--- config.mk ---
export PLATFORM = sky130hd
export DESIGN_NAME = rle_brick_sprite_decoder
export DESIGN_NICKNAME = d
export VERILOG_FILES = /design/src/rtl/rbsd_pkg.sv /design/src/rtl/rbsd_front.sv /design/src/rtl/rbsd_fifo.sv /design/src/rtl/rbsd_back.sv /design/src/rtl/rle_brick_sprite_decoder.sv
export SDC_FILE = /design/constraint.sdc
export NUM_CORES = 1
export LEC_CHECK = 0
export BUFFER_PORTS_ARGS = -buffer_cell sky130_fd_sc_hd__buf_2
export CORE_ASPECT_RATIO = 1.4
export CORE_MARGIN = 2
export CORE_UTILIZATION = 30
export CTS_BUF_LIST = sky130_fd_sc_hd__clkbuf_8
export DETAILED_ROUTE_END_ITERATION = 7
export PLACE_DENSITY_LB_ADDON = 0.05
export RECOVER_POWER = 100
export REMOVE_ABC_BUFFERS = 1
export SLEW_MARGIN = 0
export SYNTH_ARGS = -nofsm -noshare
export SYNTH_HDL_FRONTEND = slang
export SYNTH_HIERARCHICAL = 1
export SYNTH_SLANG_ARGS = --single-unit
export TNS_END_PERCENT = 100
--- constraint.sdc ---
create_clock -name clk -period 4.9 [get_ports clk]
set_input_delay 0.98 -clock clk [delete_from_list [all_inputs] [get_ports clk]]
set_output_delay 0.98 -clock clk [all_outputs]
set_load 0.005 [all_outputs]
--- src/rtl/rbsd_pkg.sv ---
// ----------------------------------------------------------------------------
// rbsd package
// types and constants shared by the run-length sprite decoder modules
// ----------------------------------------------------------------------------
`default_nettype none

package rbsd_pkg;

  // bytes of sprite prefix skipped ahead of the brick header
  localparam int unsigned PREFIX_BYTES = 8;
  localparam logic [3:0]  PREFIX_INIT  = 4'(PREFIX_BYTES - 1);

  // run kinds, top two bits of a flag byte
  localparam logic [1:0] KIND_SKIP   = 2'b00;
  localparam logic [1:0] KIND_LIT_A  = 2'b01;
  localparam logic [1:0] KIND_REPEAT = 2'b10;
  localparam logic [1:0] KIND_LIT_B  = 2'b11;

  localparam int unsigned QDEPTH = 2;
  localparam int unsigned QPTR_W = $clog2(QDEPTH);

  typedef enum logic [3:0] {
    PH_IDLE,
    PH_PREFIX,
    PH_WIDTH,
    PH_HEIGHT,
    PH_OFFX,
    PH_OFFY,
    PH_LINE,
    PH_FLAG,
    PH_LITERAL,
    PH_REPEAT
  } phase_t;

  // one decoded byte: an acknowledgement or a span of pixels
  typedef struct packed {
    logic        pix;
    logic [14:0] x;
    logic [8:0]  y;
    logic [7:0]  colour;
    logic [5:0]  cnt_m1;
    logic        done;
  } cmd_t;

endpackage

`default_nettype wire

--- src/rtl/rbsd_front.sv ---
// ----------------------------------------------------------------------------
// rbsd front end
// parses the coded byte stream and issues one command per accepted byte
// ----------------------------------------------------------------------------
`default_nettype none

module rbsd_front (
  input  wire logic          clk,
  input  wire logic          rst,
  input  wire logic          cfg_wr_en,
  input  wire logic          cfg_wr_data,
  input  wire logic          s_tvalid,
  output logic               s_tready,
  input  wire logic [7:0]    s_tdata,
  input  wire logic          q_ready,
  output logic               q_push,
  output rbsd_pkg::cmd_t     q_cmd
);
  import rbsd_pkg::*;

  logic        sprite_mode;
  phase_t      phase, phase_next;
  logic [3:0]  prefix_left, prefix_left_next;
  logic [7:0]  rows_total, rows_total_next;
  logic [7:0]  origin_x, origin_x_next;
  logic [7:0]  origin_y, origin_y_next;
  logic [7:0]  row_index, row_index_next;
  logic [7:0]  runs_left, runs_left_next;
  logic [6:0]  run_left, run_left_next;
  logic [14:0] cursor_x, cursor_x_next;
  logic        fin;

  logic [7:0]  b;
  logic [7:0]  row_inc;
  logic        last_row;
  logic [7:0]  runs_dec;
  logic [6:0]  run_dec;
  logic [6:0]  count;
  logic        accept;

  assign b        = s_tdata;
  assign s_tready = q_ready;
  assign accept   = s_tvalid && q_ready;
  assign q_push   = accept;
  assign row_inc  = row_index + 8'd1;
  assign last_row = (row_inc >= rows_total);
  assign runs_dec = runs_left - 8'd1;
  assign run_dec  = run_left - 7'd1;
  assign count    = {1'b0, b[5:0]} + 7'd1;

  always_ff @(posedge clk) begin
    if (rst) begin
      sprite_mode <= 1'b0;
    end else if (cfg_wr_en) begin
      sprite_mode <= cfg_wr_data;
    end
  end

  always_comb begin
    phase_next       = phase;
    prefix_left_next = prefix_left;
    rows_total_next  = rows_total;
    origin_x_next    = origin_x;
    origin_y_next    = origin_y;
    row_index_next   = row_index;
    runs_left_next   = runs_left;
    run_left_next    = run_left;
    cursor_x_next    = cursor_x;
    fin              = 1'b0;
    case (phase)
      PH_IDLE: begin
        if (sprite_mode && (PREFIX_BYTES > 0)) begin
          prefix_left_next = PREFIX_INIT;
          phase_next = (PREFIX_INIT == 4'd0) ? PH_WIDTH : PH_PREFIX;
        end else begin
          phase_next = PH_HEIGHT;
        end
      end
      PH_PREFIX: begin
        if (prefix_left <= 4'd1) begin
          prefix_left_next = 4'd0;
          phase_next = PH_WIDTH;
        end else begin
          prefix_left_next = prefix_left - 4'd1;
        end
      end
      PH_WIDTH: begin
        phase_next = PH_HEIGHT;
      end
      PH_HEIGHT: begin
        rows_total_next = b;
        phase_next = PH_OFFX;
      end
      PH_OFFX: begin
        origin_x_next = b;
        phase_next = PH_OFFY;
      end
      PH_OFFY: begin
        origin_y_next  = b;
        row_index_next = 8'd0;
        if (rows_total == 8'd0) begin
          fin = 1'b1;
          phase_next = PH_IDLE;
        end else begin
          phase_next = PH_LINE;
        end
      end
      PH_LINE: begin
        runs_left_next = b;
        cursor_x_next  = 15'd0;
        if (b == 8'd0) begin
          row_index_next = row_inc;
          fin = last_row;
          phase_next = last_row ? PH_IDLE : PH_LINE;
        end else begin
          phase_next = PH_FLAG;
        end
      end
      PH_FLAG: begin
        case (b[7:6])
          KIND_LIT_A, KIND_LIT_B: begin
            run_left_next = count;
            phase_next = PH_LITERAL;
          end
          KIND_REPEAT: begin
            run_left_next = count;
            phase_next = PH_REPEAT;
          end
          default: begin
            // transparent skip ends the run at once
            cursor_x_next  = cursor_x + {8'd0, count};
            runs_left_next = runs_dec;
            if (runs_dec == 8'd0) begin
              row_index_next = row_inc;
              fin = last_row;
              phase_next = last_row ? PH_IDLE : PH_LINE;
            end else begin
              phase_next = PH_FLAG;
            end
          end
        endcase
      end
      PH_LITERAL: begin
        cursor_x_next = cursor_x + 15'd1;
        run_left_next = run_dec;
        if (run_dec == 7'd0) begin
          runs_left_next = runs_dec;
          if (runs_dec == 8'd0) begin
            row_index_next = row_inc;
            fin = last_row;
            phase_next = last_row ? PH_IDLE : PH_LINE;
          end else begin
            phase_next = PH_FLAG;
          end
        end
      end
      PH_REPEAT: begin
        cursor_x_next  = cursor_x + {8'd0, run_left};
        run_left_next  = 7'd0;
        runs_left_next = runs_dec;
        if (runs_dec == 8'd0) begin
          row_index_next = row_inc;
          fin = last_row;
          phase_next = last_row ? PH_IDLE : PH_LINE;
        end else begin
          phase_next = PH_FLAG;
        end
      end
      default: begin
        phase_next = PH_IDLE;
      end
    endcase
  end

  always_comb begin
    q_cmd = '0;
    q_cmd.done = fin;
    if (phase == PH_LITERAL || phase == PH_REPEAT) begin
      q_cmd.pix    = 1'b1;
      q_cmd.x      = {7'd0, origin_x} + cursor_x;
      q_cmd.y      = {1'b0, row_index} + {1'b0, origin_y};
      q_cmd.colour = b;
      if (phase == PH_REPEAT) begin
        q_cmd.cnt_m1 = run_dec[5:0];
      end
    end
  end

  always_ff @(posedge clk) begin
    if (rst) begin
      phase       <= PH_IDLE;
      prefix_left <= 4'd0;
      rows_total  <= 8'd0;
      origin_x    <= 8'd0;
      origin_y    <= 8'd0;
      row_index   <= 8'd0;
      runs_left   <= 8'd0;
      run_left    <= 7'd0;
      cursor_x    <= 15'd0;
    end else if (accept) begin
      phase       <= phase_next;
      prefix_left <= prefix_left_next;
      rows_total  <= rows_total_next;
      origin_x    <= origin_x_next;
      origin_y    <= origin_y_next;
      row_index   <= row_index_next;
      runs_left   <= runs_left_next;
      run_left    <= run_left_next;
      cursor_x    <= cursor_x_next;
    end
  end

endmodule

`default_nettype wire

--- src/rtl/rbsd_fifo.sv ---
// ----------------------------------------------------------------------------
// rbsd command queue
// short register queue between the parser and the pixel expander
// ----------------------------------------------------------------------------
`default_nettype none

module rbsd_fifo (
  input  wire logic            clk,
  input  wire logic            rst,
  input  wire logic            push,
  input  wire rbsd_pkg::cmd_t  push_cmd,
  output logic                 ready,
  input  wire logic            pop,
  output logic                 valid,
  output rbsd_pkg::cmd_t       head
);
  import rbsd_pkg::*;

  cmd_t              entries [QDEPTH];
  logic [QPTR_W-1:0] wr_ptr;
  logic [QPTR_W-1:0] rd_ptr;
  logic [QPTR_W:0]   fill;

  assign ready = (fill != (QPTR_W+1)'(QDEPTH));
  assign valid = (fill != '0);
  assign head  = entries[rd_ptr];

  always_ff @(posedge clk) begin
    if (push) begin
      entries[wr_ptr] <= push_cmd;
    end
  end

  always_ff @(posedge clk) begin
    if (rst) begin
      wr_ptr <= '0;
      rd_ptr <= '0;
      fill   <= '0;
    end else begin
      if (push) begin
        wr_ptr <= wr_ptr + QPTR_W'(1);
      end
      if (pop) begin
        rd_ptr <= rd_ptr + QPTR_W'(1);
      end
      case ({push, pop})
        2'b10:   fill <= fill + (QPTR_W+1)'(1);
        2'b01:   fill <= fill - (QPTR_W+1)'(1);
        default: fill <= fill;
      endcase
    end
  end

endmodule

`default_nettype wire

--- src/rtl/rbsd_back.sv ---
// ----------------------------------------------------------------------------
// rbsd back end
// expands queued commands into result items, one item per cycle while m_tready is high
// ----------------------------------------------------------------------------
`default_nettype none

module rbsd_back (
  input  wire logic            clk,
  input  wire logic            rst,
  input  wire logic            q_valid,
  input  wire rbsd_pkg::cmd_t  q_cmd,
  output logic                 q_pop,
  output logic                 m_tvalid,
  input  wire logic            m_tready,
  output logic [31:0]          m_tdata,
  output logic                 m_tlast,
  output logic [1:0]           m_tuser
);
  import rbsd_pkg::*;

  logic        busy;
  cmd_t        cur;
  logic [14:0] x_cur;
  logic [5:0]  left;
  logic        final_item;

  assign final_item = (left == 6'd0);
  assign q_pop      = q_valid && (!busy || (m_tready && final_item));

  assign m_tvalid = busy;
  assign m_tdata  = {cur.colour, cur.y, x_cur};
  assign m_tlast  = final_item;
  assign m_tuser  = {cur.done && final_item, cur.pix};

  always_ff @(posedge clk) begin
    if (rst) begin
      busy <= 1'b0;
    end else if (q_pop) begin
      busy <= 1'b1;
    end else if (busy && m_tready && final_item) begin
      busy <= 1'b0;
    end
  end

  always_ff @(posedge clk) begin
    if (q_pop) begin
      cur   <= q_cmd;
      x_cur <= q_cmd.x;
      left  <= q_cmd.cnt_m1;
    end else if (busy && m_tready && !final_item) begin
      x_cur <= x_cur + 15'd1;
      left  <= left - 6'd1;
    end
  end

endmodule

`default_nettype wire

--- src/rtl/rle_brick_sprite_decoder.sv ---
// ----------------------------------------------------------------------------
// run-length brick and sprite decoder
// decodes a run-length coded brick byte by byte into positioned pixels
// ----------------------------------------------------------------------------
//  channel   dir  handshake           payload
//  s_*       in   s_tvalid/s_tready   tdata[7:0] coded byte
//  m_*       out  m_tvalid/m_tready   tdata x/y/colour, tlast, tuser flags
//  cfg_*     in   cfg_wr_en           cfg_wr_data sprite mode
//
//  a byte is taken every cycle while the two-entry command queue has room
//  a repeat byte of n pixels gives n items, 1 to 64; all
//  other bytes give one item each, so the output stage sets the pace
//  a byte's command is registered in the queue, then in the expander
//  rst is synchronous and clears parser, queue and expander at once
// ----------------------------------------------------------------------------
`default_nettype none

module rle_brick_sprite_decoder (
  input  wire logic        clk,
  input  wire logic        rst,
  input  wire logic        cfg_wr_en,
  input  wire logic        cfg_wr_data,
  input  wire logic        s_tvalid,
  output logic             s_tready,
  input  wire logic [7:0]  s_tdata,   // byte_in[7:0]
  output logic             m_tvalid,
  input  wire logic        m_tready,
  output logic [31:0]      m_tdata,   // pos_x[14:0], pos_y[23:15], colour_index[31:24]
  output logic             m_tlast,
  output logic [1:0]       m_tuser    // pixel_valid[0], brick_done[1]
);
  import rbsd_pkg::*;

  logic q_ready;
  logic q_push;
  cmd_t push_cmd;
  logic q_valid;
  logic q_pop;
  cmd_t head;

  rbsd_front u_front (
    .clk         (clk),
    .rst         (rst),
    .cfg_wr_en   (cfg_wr_en),
    .cfg_wr_data (cfg_wr_data),
    .s_tvalid    (s_tvalid),
    .s_tready    (s_tready),
    .s_tdata     (s_tdata),
    .q_ready     (q_ready),
    .q_push      (q_push),
    .q_cmd       (push_cmd)
  );

  rbsd_fifo u_fifo (
    .clk      (clk),
    .rst      (rst),
    .push     (q_push),
    .push_cmd (push_cmd),
    .ready    (q_ready),
    .pop      (q_pop),
    .valid    (q_valid),
    .head     (head)
  );

  rbsd_back u_back (
    .clk      (clk),
    .rst      (rst),
    .q_valid  (q_valid),
    .q_cmd    (head),
    .q_pop    (q_pop),
    .m_tvalid (m_tvalid),
    .m_tready (m_tready),
    .m_tdata  (m_tdata),
    .m_tlast  (m_tlast),
    .m_tuser  (m_tuser)
  );

endmodule

`default_nettype wire

==> results of run 1 <==
[critical path, stage by stage (launching register included)]
cell and delay [ns]:
edfxtp_1 0.43, inv_1 0.08, ha_1 0.16, nor3b_1 0.68, a41oi_4 0.17, buf_4 0.30
inv_1 0.09, clkbuf_1 0.97, ha_1 0.45, or3_1 0.35, a21oi_1 0.13
[flip-flops by register name, summed over array words and instances (netlist names), 2 cells and up, named ones only]
register,count
u_fifo/entries,80
u_back/m_tdata,17
u_back/x_cur,15
u_front/cursor_x,15
u_front/origin_x,8
u_front/origin_y,8
u_front/row_index,8
u_front/rows_total,8
u_front/runs_left,8
u_front/run_left,7
u_back/left,6
u_front/phase,4
u_front/prefix_left,4
u_fifo/fill,2
[synth_stat cells, types with 8 or more instances]
cell type  number
nand4_1        13
a21o_1         13
dfxtp_1        77
nor2b_1         8
nand2_1        63
nor3_1         25
or3_1          11
mux2i_1        10
edfxtp_1      120
or4_1          13
o21ai_0        46
xnor2_1        25
buf_2          12
nand2b_1       12
inv_1          41
clkbuf_1       32
xor2_1         18
and2_1         13
a31oi_1         9
ha_1           43
nor2_1        119
nand3_1        29
a21oi_1        86
buf_4          21
nor4_1         10
mux2_1         40
[where the power goes]
part / internal (mW) / switching (mW)
logic: 0.464 / 0.698
registers: 2.20 / 0.192
clock network: 0.433 / 0.678
[final timing paths]
check                 startpoint             endpoint  slack, ns  cells after the start
min reg2reg  u_front/origin_y[2]  u_front/origin_y[2]       0.47                      2
max reg2reg       u_back/left[0]       u_fifo/fill[1]       0.98                     10
min          u_front/origin_y[2]  u_front/origin_y[2]       0.47                      2
max               u_back/left[0]       u_fifo/fill[1]       0.98                     10
[area by class of cell]
cell class	instances	area, um2
fillers	3525	22800
multi-input cells	717	4730
repair buffers	66	339
well taps	451	564
clock inverters	15	178
clock buffers	17	234
inverters	42	158
flip-flops and latches	197	5150
[logic make-up after synthesis]
kind of cell / synth area share
xor+xnor: 0.0362
simple gates: 0.173
flops: 0.495
fa+ha+maj: 0.0575
compound gates: 0.135
mux: 0.0540
buf+inv: 0.0502
[through the flow]
stage                     setup WS, ns  instance area [um2]  hold slack, ns   util  power, mW
final                            0.978                11400           0.469  0.333       4.67
after global routing             0.513                11400           0.493  0.333       4.98
after CTS                         1.00                11400           0.470  0.335       4.78
after detailed placement         0.742                11000           0.451  0.323       3.65
after global placement           0.830                11000           0.448  0.323       3.65
after floorplan                   1.01                10000           0.435      -       3.15
[per-layer routing]
layer  track usage  up-vias  part of all wire
li1              -     3736                 -
met1         0.197     3510              0.48
met2         0.256       92              0.48
met3        0.0280       20             0.025
met4        0.0409        0             0.014
met5             0        -                 0
==> results_dict.tcl, run 1 <==
set metrics [dict create \
    grt_max_degree 60 \
    dp_cells 1473 \
    fin_crit_sh 0.800 \
    grt_use_total 0.151 \
    die_area_um2 36200 \
    cp-end-kind "register" \
    syn_area_um2 10400 \
    drc 0 \
    fmax_mhz 255 \
    ys_seq_elements 197 \
    worstPathRequired_ns 5.30 \
    grt-ovfl-total 0 \
    synth-seq-area-share 0.495 \
    antenna_found_initial 0 \
    netlist_instances 1028 \
    die_h_um 224 \
    final_hold_viol_count 0 \
    viasPerCell 4.89 \
    worst_slew_pin_slew_ns 3.15 \
    critPathKind "reg2reg" \
    postCtsSetupBuffers 0 \
    slew_headroom -1.10 \
    floorplan.initialDensity 0.305 \
    final_cell_mix "nor2_1 (120), edfxtp_1 (120), a21oi_1 (85)" \
    cts_tree "done" \
    gp_congestion 0.777 \
    cts_made_buffers 17 \
    fin_skew_ns 0.0216 \
    synth_area_leaders "edfxtp_1 (35%), dfxtp_1 (15%), ha_1 (5.2%)" \
    yosys.area.top_type "edfxtp_1" \
    cts_max_path_buffers 2 \
    violations "max-capacitance violations, max-slew violations" \
    vias 7358 \
    syn2layout_area_growth_pct 9.15 \
    yosys_warnings 6 \
    drv_slew 159 \
    maxCapViolCount 4 \
    synthFlopType "edfxtp_1" \
    core_area_um2 34100 \
    syn_avg_cell_area_um2 10.1 \
    cts-root-buf "clkbuf_8" \
    drt_iter0_drc 416 \
    period_needed_ns 3.92 \
    synth_cell_types 77 \
    ir_drop_v 0.000190 \
    hpwl_um 18200 \
    final_layout_size_suffix_gt1_frac 0.0996 \
    synth_edf_count 120 \
    antennaDiodeCount 0 \
    hp-class "reg2reg" \
    status "complete, but fails checks" \
    holdBufCountCts 0 \
    port_buffers 50 \
    finalNetCount 1101 \
    setup_viol 0 \
    wl_per_cell_um 17.5 \
    clock-sinks 197 \
    htree_levels 4 \
    power_density_nw_per_um2 411 \
    cp_max_fo 42 \
    detail-route-antenna-nets 0 \
    synth_top_area_share 0.346 \
    grt_pass1_vias 7376 \
    setup_tns_ns 0 \
    placementRows 80 \
    grt_pass1_wl_um 42100 \
    crit_arrival_ns 4.32 \
    instances_no_fill 1505 \
    die_width_um 161 \
    firstDrtPassIters 5 \
    cts_resized 0 \
    p_leak_nw 4.08 \
    clk_pin_slew_ns 0.11 \
    drt_wl_total_um 26300 \
    io_pins 51 \
    synthArstFlopShare 0 \
    cp-start-kind "register" \
    clock_latency_ns 0.51 \
    grt_setup_unrepaired "false" \
]
Power figures use the tool's default switching activity.
==> inputs of run 2 (changes only) <==
Settings changed: ABC_AREA set to 1.
Clock period 4.9 ns to 3.7 ns, I/O delays scaled along.
==> run 2 against run 1 <==
- critical path type unchanged
- register-to-register slack got worse by 0.41 ns
- first-iteration DRC count fell by 10%
- final cell count rose by 13%
- the flow still finishes with violations (max-capacitance violations, max-slew violations)
==> results_dict.tcl, run 2 <==
set metrics [dict create \
    final_cell_mix "nand2_1 (237), inv_1 (127), edfxtp_1 (120)" \
    firstDrtPassIters 4 \
    grt_pass1_wl_um 43700 \
    grt_max_degree 45 \
    p_leak_nw 4.51 \
    yosys_warnings 6 \
    die_h_um 227 \
    final_layout_size_suffix_gt1_frac 0.106 \
    wl_per_cell_um 16.1 \
    cp_max_fo 10 \
    dp_cells 1673 \
    drv_slew 34 \
    port_buffers 50 \
    antenna_found_initial 0 \
    die_width_um 163 \
    grt_use_total 0.155 \
    clock_latency_ns 0.49 \
    cts_max_path_buffers 2 \
    cts_made_buffers 17 \
    hpwl_um 20100 \
    synth-seq-area-share 0.483 \
    detail-route-antenna-nets 0 \
    status "complete, but fails checks" \
    clock-sinks 197 \
    combPwrFrac 0.273 \
    syn_avg_cell_area_um2 8.86 \
    holdBufCountCts 0 \
    power_density_nw_per_um2 551 \
    ir_drop_v 0.000361 \
    drc 0 \
    finalNetCount 1296 \
    syn_area_um2 10600 \
    largest_reg_flops 80 \
    instances_no_fill 1705 \
    cp-start-kind "register" \
    io_pins 51 \
    yosys.area.top_type "edfxtp_1" \
    fin_crit_sh 0.846 \
    slew_headroom -0.108 \
    yosysMostFrequentCell "nand2_1" \
    synthArstFlopShare 0 \
    clockPowerShare 0.225 \
    core_area_um2 35000 \
    netlist_instances 1201 \
    cts_tree "done" \
    drt_wl_total_um 27400 \
    drt_iter0_drc 374 \
    synth_cell_types 49 \
    placementRows 81 \
    synthFlopType "edfxtp_1" \
    critPathKind "reg2reg" \
    worstPathRequired_ns 4.08 \
    grt_setup_unrepaired "false" \
    floorplan.initialDensity 0.304 \
    synth_common_cells "nand2_1 (237), inv_1 (125), edfxtp_1 (120)" \
    p_int_mw 4.10 \
    synth_area_leaders "edfxtp_1 (34%), dfxtp_1 (14%), nand2_1 (8.4%)" \
    crit_arrival_ns 3.51 \
    antennaDiodeCount 0 \
    period_needed_ns 3.13 \
    fin_skew_ns 0.0170 \
    die_area_um2 37000 \
    setup_tns_ns 0 \
    hp-class "in2reg" \
    grt_pass1_vias 7903 \
    ys_seq_elements 197 \
    clk_pin_slew_ns 0.11 \
    p_sw_mw 2.25 \
    viasPerCell 4.65 \
    r2r_slack_ns 0.57 \
    grt-ovfl-total 0 \
    num-fill-cells 3725 \
    cts-root-buf "clkbuf_8" \
    p_seq_frac 0.502 \
    vias 7922 \
    postCtsSetupBuffers 0 \
    syn2layout_area_growth_pct 8.19 \
    synth_edf_count 120 \
    swShare 0.355 \
    cts_resized 0 \
    violations "max-capacitance violations, max-slew violations" \
    final_hold_viol_count 0 \
    regMostFlops "u_fifo/entries" \
    maxCapViolCount 1 \
    fmax_mhz 320 \
    finalPower_mw 6.35 \
    htree_levels 4 \
    gp_congestion 0.794 \
    layout_commonest_cell "nand2_1" \
    worst_slew_pin_slew_ns 1.66 \
    cp-end-kind "register" \
    synth_top_area_share 0.339 \
    setup_viol 0 \
]
[run 2: layer usage]
layer  GRT usage  vias up  part of all wire
li1            -     4124                 -
met1       0.197     3673              0.47
met2       0.268      103              0.49
met3      0.0245       22             0.026
met4      0.0471        0             0.016
met5           0        -                 0
[run 2: logic make-up after synthesis]
kind of cell    count (synthesis)  synth area share
flops                         197             0.483
xor+xnor                       26            0.0214
mux                            40            0.0423
simple gates                  500             0.208
buf+inv                       187            0.0812
compound gates                205             0.107
fa+ha+maj                      46            0.0562
[run 2: per-stage QoR]
step,worst slack [ns],area [um2],hold WS [ns],utilization
after detailed placement,0.379,11300,0.465,0.322
final,0.571,11500,0.419,0.329
after global routing,0.280,11500,0.389,0.329
after global placement,0.445,11300,0.461,0.322
after floorplan,0.0923,10300,0.439,-
after CTS,0.741,11700,0.366,0.333
[run 2: area by class of cell]
class | instances | area (um2) | area share
timing repair buffer | 68 | 322 | 0.0279
clock buffer | 17 | 234 | 0.0203
tap | 456 | 571 | 0.0495
sequential | 197 | 5140 | 0.447
inverter | 135 | 507 | 0.0440
clock inverter | 15 | 168 | 0.0146
multi-input combinational | 817 | 4570 | 0.397
[run 2: final timing paths]
kind	depth (start not counted)	startpoint	to
worst max-delay path	8	u_front/phase[1]	u_front/run_left[2]
worst min-delay path	2	cfg_wr_en	u_front/sprite_mode
worst max register to register	8	u_front/phase[1]	u_front/run_left[2]
worst min register to register	2	u_front/origin_y[3]	u_front/origin_y[3]
[run 2: worst max-delay path, cell delays in order, from the launching register on]
cell      delay, ns
dfxtp_1        0.43
nor3_4         0.29
clkbuf_1       0.46
nor2_1         0.13
clkbuf_1       0.32
nor3_1         0.88
inv_2          0.20
o21ai_0        0.24
a21oi_1        0.06
[run 2: power groups by stage]
| stage | Combinational [mW] | Sequential [mW] | Clock (mW) |
|---|---|---|---|
| finish | 1.74 | 3.19 | 1.43 |
| floorplan | 1.16 | 3.20 | 0 |
| CTS | 1.85 | 3.20 | 1.50 |
| detailed placement | 1.84 | 3.25 | 0 |
| global placement | 1.85 | 3.24 | 0 |
| global route | 2.00 | 3.25 | 1.58 |
==> inputs of run 3 (changes only) <==
Settings changed: ABC_AREA 1 to 0.
Clock period 3.7 ns to 3.1 ns, I/O delays scaled along.
==> run 3 against run 2 <==
- via count down 3.9%
- the flow now finishes without violations
- global-route usage down 0.054 points
- setup slack worse by 0.52 ns
- sequential power up 21%
==> results_dict.tcl, run 3 (synthesized netlist as in run 1, its figures left out) <==
set metrics [dict create \
    period_needed_ns 3.05 \
    wl_per_cell_um 17.5 \
    io_pins 51 \
    largest_reg_flops 80 \
    clk_pin_slew_ns 0.11 \
    hold_depth 3 \
    holdBufCountCts 0 \
    r2r_slack_ns 0.05 \
    placementRows 80 \
    worstPathRequired_ns 3.53 \
    min_from "cfg_wr_data" \
    grt-ovfl-total 0 \
    drc 0 \
    fin_crit_sh 0.983 \
    drt_iter0_drc 353 \
    fmax_mhz 328 \
    worst_slew_pin_slew_ns 0.900 \
    viasPerCell 4.85 \
    die_width_um 161 \
    core_area_um2 34100 \
    power_density_nw_per_um2 618 \
    final_cell_mix "edfxtp_1 (120), nor2_1 (117), a21oi_1 (82)" \
    cts_max_path_buffers 2 \
    final_hold_viol_count 0 \
    maxCapViolCount 0 \
    critPathKind "reg2reg" \
    htree_levels 4 \
    post-route-util 0.354 \
    syn2layout_area_growth_pct 16.0 \
    final_layout_size_suffix_gt1_frac 0.197 \
    layout_commonest_cell "edfxtp_1" \
    antennaDiodeCount 0 \
    vias 7614 \
    cts-root-buf "clkbuf_8" \
    grt_use_total 0.154 \
    antenna_found_initial 0 \
    detail-route-antenna-nets 0 \
    cp-end-kind "register" \
    grt_setup_unrepaired "true" \
    die_h_um 224 \
    hp-class "in2reg" \
    clock_latency_ns 0.50 \
    firstDrtPassIters 4 \
    ir_drop_v 0.000321 \
    finalNetCount 1166 \
    ff2ff_path_depth 12 \
    hpwl_um 19800 \
    floorplan.initialDensity 0.305 \
    grt_max_degree 70 \
    port_buffers 50 \
    r2r_start "u_front/phase[2]" \
    timing.rr.end "u_front/cursor_x[14]" \
    die_area_um2 36200 \
    cp_max_fo 3 \
    clock-sinks 197 \
    setup_viol 0 \
    regMostFlops "u_fifo/entries" \
    cts_made_buffers 17 \
    drv_slew 0 \
    p_leak_nw 4.52 \
    cts_tree "done" \
    grt_pass1_vias 7548 \
    whs_endpoint "u_front/sprite_mode" \
    fin_skew_ns 0.0182 \
    drt_wl_total_um 27500 \
    setup_tns_ns 0 \
    gp_congestion 0.829 \
    slew_headroom 0.399 \
    cp-start-kind "register" \
    crit_arrival_ns 3.47 \
    grt_pass1_wl_um 42900 \
    status "completed" \
]
[run 3: changes by cell type in the layout (fill, tap and decap cells not counted), sizes merged, moves of 13 or more]
cell / previous run / this run
buf: 34 / 130
clkbuf: 51 / 18
o21ai: 69 / 48
a21oi: 104 / 88
nand3: 91 / 29
and2: 0 / 13
or4: 0 / 13
xnor2: 10 / 25
inv: 140 / 48
nand2: 243 / 63
[run 3: worst max path at each step]
stage,start,endpoint,cells after the start
6_report,u_front/phase[2],u_front/cursor_x[14],12
5_1_grt,u_front/phase[2],u_front/cursor_x[14],12
3_5_place_dp,s_tdata[0],u_front/cursor_x[14],13
3_3_place_gp,s_tdata[0],u_front/cursor_x[14],13
2_1_floorplan,u_front/phase[2],u_front/cursor_x[14],14
4_1_cts,u_front/phase[1],u_front/cursor_x[14],12
[run 3: repair_timing]
action / CTS / global route
pin swaps: 4 / 20
gates cloned: 0 / 1
gates resized for setup: 4 / 37
buffers inserted: 1 / 5
endpoints found under the setup margin: 7 / 8
[run 3: worst max-delay path, stage by stage, from the launching register on]
cell and delay, ns:
dfxtp_2 0.34, or3b_4 0.43, buf_6 0.14, a21oi_2 0.12, ha_2 0.20, inv_2 0.04
fa_2 0.35, nor2b_1 0.12, o21ai_1 0.10, a21boi_1 0.23, o211ai_1 0.19, or4_1 0.55
a31oi_1 0.17
[run 3: power by group]
part | total, mW | switching (mW) | internal (mW)
logic | 1.86 | 1.06 | 0.804
registers | 3.85 | 0.377 | 3.47
clock network | 1.75 | 1.01 | 0.740
[run 3: cell type report]
cell class | count | area, um2
Clock inverter | 15 | 174
Tap cell | 451 | 564
Multi-Input combinational cell | 717 | 4850
Fill cell | 3482 | 22100
Inverter | 42 | 163
Sequential cell | 197 | 5150
Clock buffer | 17 | 234
Timing Repair Buffer | 131 | 928
[run 3: stage by stage]
| step | power [mW] | worst slack (ns) | instance area [um2] | std cells | hold WS (ns) |
|---|---|---|---|---|---|
| 2_1_floorplan | 4.98 | -0.785 | 10000 | 956 | 0.435 |
| 3_3_place_gp | 5.80 | -0.258 | 11500 | 1531 | 0.451 |
| 3_5_place_dp | 5.80 | -0.300 | 11500 | 1531 | 0.456 |
| 4_1_cts | 7.59 | -0.0213 | 11900 | 1564 | 0.305 |
| 5_1_grt | 7.92 | -0.0709 | 12100 | 1570 | 0.343 |
| 6_report | 7.45 | 0.0525 | 12100 | 1570 | 0.349 |
[run 3: per-layer routing]
layer	wire length, um	track usage	up-vias	share of wire
met5	0	0	-	0
met4	417	0.0475	0	0.015
met3	561	0.0230	18	0.020
met2	13800	0.267	79	0.50
met1	12700	0.197	3657	0.46
li1	-	-	3860	-
